`config.mk`:
```
export PLATFORM = sky130hd
export DESIGN_NAME = mbct_div
export DESIGN_NICKNAME = d
export VERILOG_FILES = /design/src/hw/rtl/mbct_div.sv
export SDC_FILE = /design/constraint.sdc
export NUM_CORES = 2
export LEC_CHECK = 0
export BUFFER_PORTS_ARGS = -buffer_cell sky130_fd_sc_hd__buf_2
export CORE_AREA = 2 2 346 348
export DETAILED_ROUTE_END_ITERATION = 16
export DIE_AREA = 0 0 348 350
export HOLD_SLACK_MARGIN = 0.15
export PLACE_DENSITY = 0.68
export SYNTH_ARGS = -nofsm -noshare
export SYNTH_HDL_FRONTEND = slang
export SYNTH_SLANG_ARGS = --single-unit
```
`constraint.sdc`:
```
create_clock -name aclk -period 3.6 [get_ports aclk]
set_input_delay 0.36 -clock aclk [delete_from_list [all_inputs] [get_ports aclk]]
set_output_delay 0.36 -clock aclk [all_outputs]
set_load 0.01 [all_outputs]
```
`src/hw/rtl/mbct_div.sv`:
```
// Pipelined restoring divider, one quotient bit per stage.
module mbct_div #(
    parameter int RW = 27,
    parameter int DW = 26,
    parameter int QW = 17
) (
    input  logic          aclk,
    input  logic          en,
    input  logic [RW-1:0] num,
    input  logic [DW-1:0] den,
    output logic [QW-1:0] quo,
    output logic          rem_nz
);

    logic [RW-1:0] r_reg [QW];
    logic [QW-1:0] q_reg [QW];
    logic [DW-1:0] d_reg [QW];

    for (genvar k = 0; k < QW; k++) begin : g_stage
        logic [RW-1:0] t;
        logic [RW-1:0] dx;
        logic          ge;
        logic [QW-1:0] qi;
        logic [DW-1:0] di;

        always_comb begin
            if (k == 0) begin
                t  = num;
                qi = '0;
                di = den;
            end else begin
                t  = {r_reg[(k == 0) ? 0 : k-1][RW-2:0], 1'b0};
                qi = q_reg[(k == 0) ? 0 : k-1];
                di = d_reg[(k == 0) ? 0 : k-1];
            end
            dx = {{(RW-DW){1'b0}}, di};
            ge = t >= dx;
        end

        always_ff @(posedge aclk) begin
            if (en) begin
                r_reg[k] <= ge ? t - dx : t;
                q_reg[k] <= {qi[QW-2:0], ge};
                d_reg[k] <= di;
            end
        end
    end

    assign quo    = q_reg[QW-1];
    assign rem_nz = r_reg[QW-1] != '0;

endmodule

```
[Word-level counts from Yosys, hierarchy flattened]
Memory sizes are Yosys's and may differ from the RTL's.
Cells that the tools add are included.
Word-level totals
  flip-flop bits (word level): 0
  bits in latches: 0
  RAM bits: 1190
  memory bits (read-only): 0
  bits of input ports: 55
  output and inout port bits: 18
  logic and storage cells: 57
  memories kept: 3
Memories
  r_reg: depth 17, bits a word 27, read ports 17, clocked after Yosys merged registers in 0, wr ports 17, line 15  | logic [RW-1:0] r_reg [QW];
  d_reg: depth 17, bits a word 26, read ports 16, clocked after Yosys merged registers in 0, wr ports 17, line 17  | logic [DW-1:0] d_reg [QW];
  q_reg: depth 17, bits a word 17, read ports 17, clocked after Yosys merged registers in 0, wr ports 17, line 16  | logic [QW-1:0] q_reg [QW];
Cells by class
  $add $sub $neg: 17
  multiply operators: 0
  div/mod/pow operators: 0
  magnitude comparators: 17
  equal/unequal tests: 0
  shift-type cells: 0
  muxes and demuxes: 19
  bitwise operators: 0
  reductions and logical operators: 1
Operator list (count)
  >= comparator 27 x 26 -> 1 bit: 17
  2-to-1 mux 27 bit: 17
  subtractor 27 x 26 -> 27 bit: 17
  nonzero test 27 bit: 1
  2-to-1 mux 1 bit: 2

[Logic depth before layout (Yosys ltp)]
An unclocked memory read counts as a cell.
  word-level depth: 3
  depth in mapped cells: 15
  gate-level depth less buffers: 14

[Worst setup path before layout]
No wires, ideal clock.
  path kind: reg2reg
  start point: mem r_reg[10][0], in the netlist r_reg[0][270]
  end point: mem r_reg[11][7], in the netlist r_reg[0][304], data pin
  library setup time: 260 ps
  arrival: 3097 ps
  data required time: 3340 ps
  slack: 244 ps
  stages on the path, launching flop included: 13
  clock period less this slack: 3356 ps
  cell sequence: edfxtp_1 ha_1 nor2b_1 o31a_1 o211ai_1 nand4_1 a41oi_1 o21ai_0 a21boi_2 nand2_1 a21oi_2 buf_4 mux2_2
RTL lines (line)
  from (decl): 15

==> impl_metrics.env <==
export IMPL_clk_latency_ps=730
export IMPL_path_buf_inv=3
export IMPL_cts_buffers=108
export IMPL_reg2reg_from="d_reg[0][79]$_DFFE_PP_"
export IMPL_clk_pin_slew_ps=60
export IMPL_port_buffers=72
export IMPL_postRouteAntennaNets=0
export IMPL_ys_seq_area_share_pct=51.80
export IMPL_yosysWarningCount=0
export IMPL_hold_violations=0
export IMPL_synth_xor_area_share_pct=5.509
export IMPL_layout_drive_gt1_share_pct=15.22
export IMPL_p_switching_mw=22.68
export IMPL_holdPathEnd="r_reg[0][0]$_DFFE_PP_"
export IMPL_synth_top_family_by_area="compound AO/OA/AOI/OAI gates"
export IMPL_finalInstanceArea_mm2=0.06776
export IMPL_post_drt_via_cell_ratio=5.638
export IMPL_antennaDiodeCount=0
export IMPL_cts_tree="yes"
export IMPL_syn_inst=5203
export IMPL_tightest_slew_ps=1057
export IMPL_peakVddDrop_mv=0.6263
export IMPL_first_global_vias=38930
export IMPL_track_usage_pct=22.24
export IMPL_busiest_layer="met2"
export IMPL_synth_edf_count=1012
export IMPL_post_drt_wl_per_cell_um=19.17
export IMPL_r2r_cells=14
export IMPL_critical_path_required_ps=4020
export IMPL_switching_share_pct=36.95
export IMPL_ioPinCount=73
export IMPL_core_area_mm2=0.1178
export IMPL_dp_hpwl_um=105000
export IMPL_ys_seq_elements=1012
export IMPL_syn_avg_cell_area_um2=11.27
export IMPL_max_cap_violations=0
export IMPL_post_route_min_period_ps=3605
export IMPL_grt_util_met2_pct=35.79
export IMPL_fp_dieW_um=348
export IMPL_cts_max_path_buffers=3
export IMPL_critical_path_slowest_cell="or4_4"
export IMPL_finalPower_mw=61.38
export IMPL_grt_antenna_before_repair=1
export IMPL_path_max_fanout=7
export IMPL_use_met3_pct=4.077
export IMPL_cts_root_buf="clkbuf_16"
export IMPL_cp_end_kind="flop"
export IMPL_whs_path_depth=4
export IMPL_netlist_area_mm2=0.05866
export IMPL_drt_wl_total_um=138800
export IMPL_p_int_mw=38.70
export IMPL_vias=40810
export IMPL_leakage_nw=28.24
export IMPL_fin_crit_sh_pct=100.1
export IMPL_violations="negative setup slack"
export IMPL_dr_pass1_iters=6
export IMPL_status="complete, but fails checks"
export IMPL_synth_ff_type="edfxtp_1"
export IMPL_r2r_slack_ps=-5
export IMPL_muxShareOfSynthArea_pct=5.063
export IMPL_grt_overflow_total=0
export IMPL_syn_num_nets=5717
export IMPL_area_growth_pct=15.51
export IMPL_cpLargestDelayFamily="simple AND/OR/NAND/NOR gates"
export IMPL_worstPathCellList="inv_2, ha_4, nor2b_4, o2111ai_2, and2_4, o221ai_4, buf_6, a21oi_4, o31ai_4, o21ai_2, a211oi_2, or4_4, clkbuf_16, mux2_4"
export IMPL_power_frac_seq_pct=32.2
export IMPL_skew_ps=70.05
export IMPL_finalNetCount=6125
export IMPL_gp_congestion=0.9459
export IMPL_initial_core_util_pct=49.81
export IMPL_drtIter0Drc=3653
export IMPL_max_freq_ghz=0.2774
export IMPL_crit_path_max_incr_delay_ps=610
export IMPL_r2r_end="r_reg[0][122]$_DFFE_PP_"
export IMPL_die_h_um=350
export IMPL_holdCritStartpoint="num[0]"
export IMPL_power_density_mw_per_mm2=905.8
export IMPL_fp_dieArea_mm2=0.1218
export IMPL_fin_ws_ps=-5.382
export IMPL_setup_worst_path_class="reg2reg"
export IMPL_p_comb_share_pct=48.9
export IMPL_clkPwrFrac_pct=18.9
export IMPL_grtUsageMet1_pct=30.67
export IMPL_yosys_area_share_simple_pct=9.013
export IMPL_synth_compound_area_share_pct=14.14
export IMPL_num_rows=126
export IMPL_critPathLaunchType="flop"
export IMPL_grt_pass1_wl_um=213400
export IMPL_max_slew_margin_rel_pct=28.86
export IMPL_hold_class="in2reg"
export IMPL_setup_tns_ps=-5.382
export IMPL_largest_register_ff_count=443
export IMPL_placed_cell_area_mm2=0.06290
export IMPL_cts_sinks=1012
export IMPL_synth_cell_types=89
export IMPL_report_final_slew_viol_count=0
export IMPL_setup_viol=1
export IMPL_drc_errors=0
export IMPL_grt_max_degree=112
export IMPL_synthAdderAreaFrac_pct=10.01
export IMPL_htreeDepth=3
export IMPL_critPathArrivalTime_ps=4030
export IMPL_async_reset_ff_share_pct=0
[how the worst max path moves through the flow]
stage	endpoint	slack [ps]	startpoint	depth (start not counted)
finish	r_reg[0][122]$_DFFE_PP_	-5	d_reg[0][79]$_DFFE_PP_	14
global route	r_reg[0][122]$_DFFE_PP_	-50	d_reg[0][79]$_DFFE_PP_	14
CTS	r_reg[0][369]$_DFFE_PP_	5	r_reg[0][327]$_DFFE_PP_	12
detailed placement	r_reg[0][24]$_DFFE_PP_	-160	num[0]	15
global placement	r_reg[0][24]$_DFFE_PP_	-180	num[0]	15
floorplan	r_reg[0][304]$_DFFE_PP_	240	r_reg[0][270]$_SDFFCE_PN0P_	12
[stage by stage]
step                hold slack [ps]  util [%]  setup WS (ps)  instances
finish                        179.2     57.54         -5.382       7239
global route                  181.2     57.54         -54.04       7239
CTS                          -46.36     57.06          5.458       7220
detailed placement            404.5     53.41         -156.4       6967
global placement              400.8     53.41         -179.0       6967
floorplan                     400.3         -          243.6       5203
[repair_timing]
action | 4_1_cts | 5_1_grt
gates resized for setup | 6 | 69
pin swaps | 0 | 27
hold buffers | 51 | 1
gates cloned | 0 | 4
setup buffers | 0 | 14
endpoints found under the hold margin | 52 | 1
setup endpoints to repair | 39 | 210
[placed cells by master, fill, tap and decap left out, drive strengths merged, types with 50 or more instances in the layout]
master / n
a21o: 215
a21oi: 437
a31oi: 50
buf: 346
clkbuf: 126
clkinv: 56
dlygate4sd3: 52
edfxtp: 1012
ha: 442
inv: 566
mux2: 248
nand2: 314
nand2b: 58
nand3: 87
nand4: 64
nor2: 310
nor2b: 55
nor3: 72
o21ai: 299
xnor2: 235
xor2: 134
[worst min-delay path, stage by stage]
cell	delay, ps
buf_2	110
inv_1	60
ha_1	150
a21oi_1	60
[power groups by stage]
stage | Combinational, mW | Clock, mW | Sequential, mW
floorplan | 21.2 | 0 | 18.9
global placement | 28.4 | 0 | 19.9
global route | 33.0 | 12.3 | 20.1
CTS | 29.1 | 11.9 | 19.8
detailed placement | 28.8 | 0 | 19.9
finish | 30.0 | 11.6 | 19.8
[layout make-up]
| class | instances | area (um^2) |
|---|---|---|
| Inverter | 566 | 2125 |
| Sequential cell | 1012 | 30390 |
| Tap cell | 1536 | 1922 |
| Fill cell | 9647 | 50000 |
| Timing Repair Buffer | 402 | 3477 |
| Clock buffer | 122 | 2755 |
| Multi-Input combinational cell | 3521 | 26090 |
| Clock inverter | 80 | 1006 |
[cell families (layout without fill, tap and decap cells)]
group	after synthesis	after routing
and+or+nand+nor	1115	1115
muxes	259	259
xor gates and xnor gates	369	369
buffers and inverters	670	1170
DFF	1012	1012
AOI/OAI and AO/OA	1319	1319
adders and majority gates	459	459
[per-layer routing]
metal	vias up	share of wire [%]
li1	19880	-
met1	19550	45
met2	1157	46
met3	227	6.6
met4	2	2.9
met5	-	0.014
[cell usage after synthesis (all sizes together) (9+ instances only)]
master      n  share of area, %
a2111oi     9              0.15
a31o        9              0.13
edfxtp   1012                52
a211oi     37              0.47
o21a       40              0.51
inv       565               3.6
a211o      12              0.18
ha        442               9.4
xor2      134               2.0
a21o      215               2.8
o21bai     44              0.56
o21ai     299               2.6
and2       28              0.30
clkbuf     70              0.45
or2        13              0.14
a21oi     437               3.7
or3        17              0.18
o31ai      27              0.38
buf        34              0.40
nor4       26              0.28
nand4      64              0.68
nand2     314               2.0
o211ai     20              0.26
a311oi      9              0.16
or4        11              0.14
a31oi      50              0.56
nor2      310               2.0
and3       30              0.32
o31a       11              0.16
nor3       72              0.61
mux2i      11              0.19
nand3      87              0.74
xnor2     235               3.5
nand2b     58              0.62
a41oi      14              0.21
mux2      248               4.9
fa         17              0.58
nand3b     13              0.17
a21boi     14              0.19
nor2b      55              0.59
Note: power is estimated with default switching activity, not from simulation.
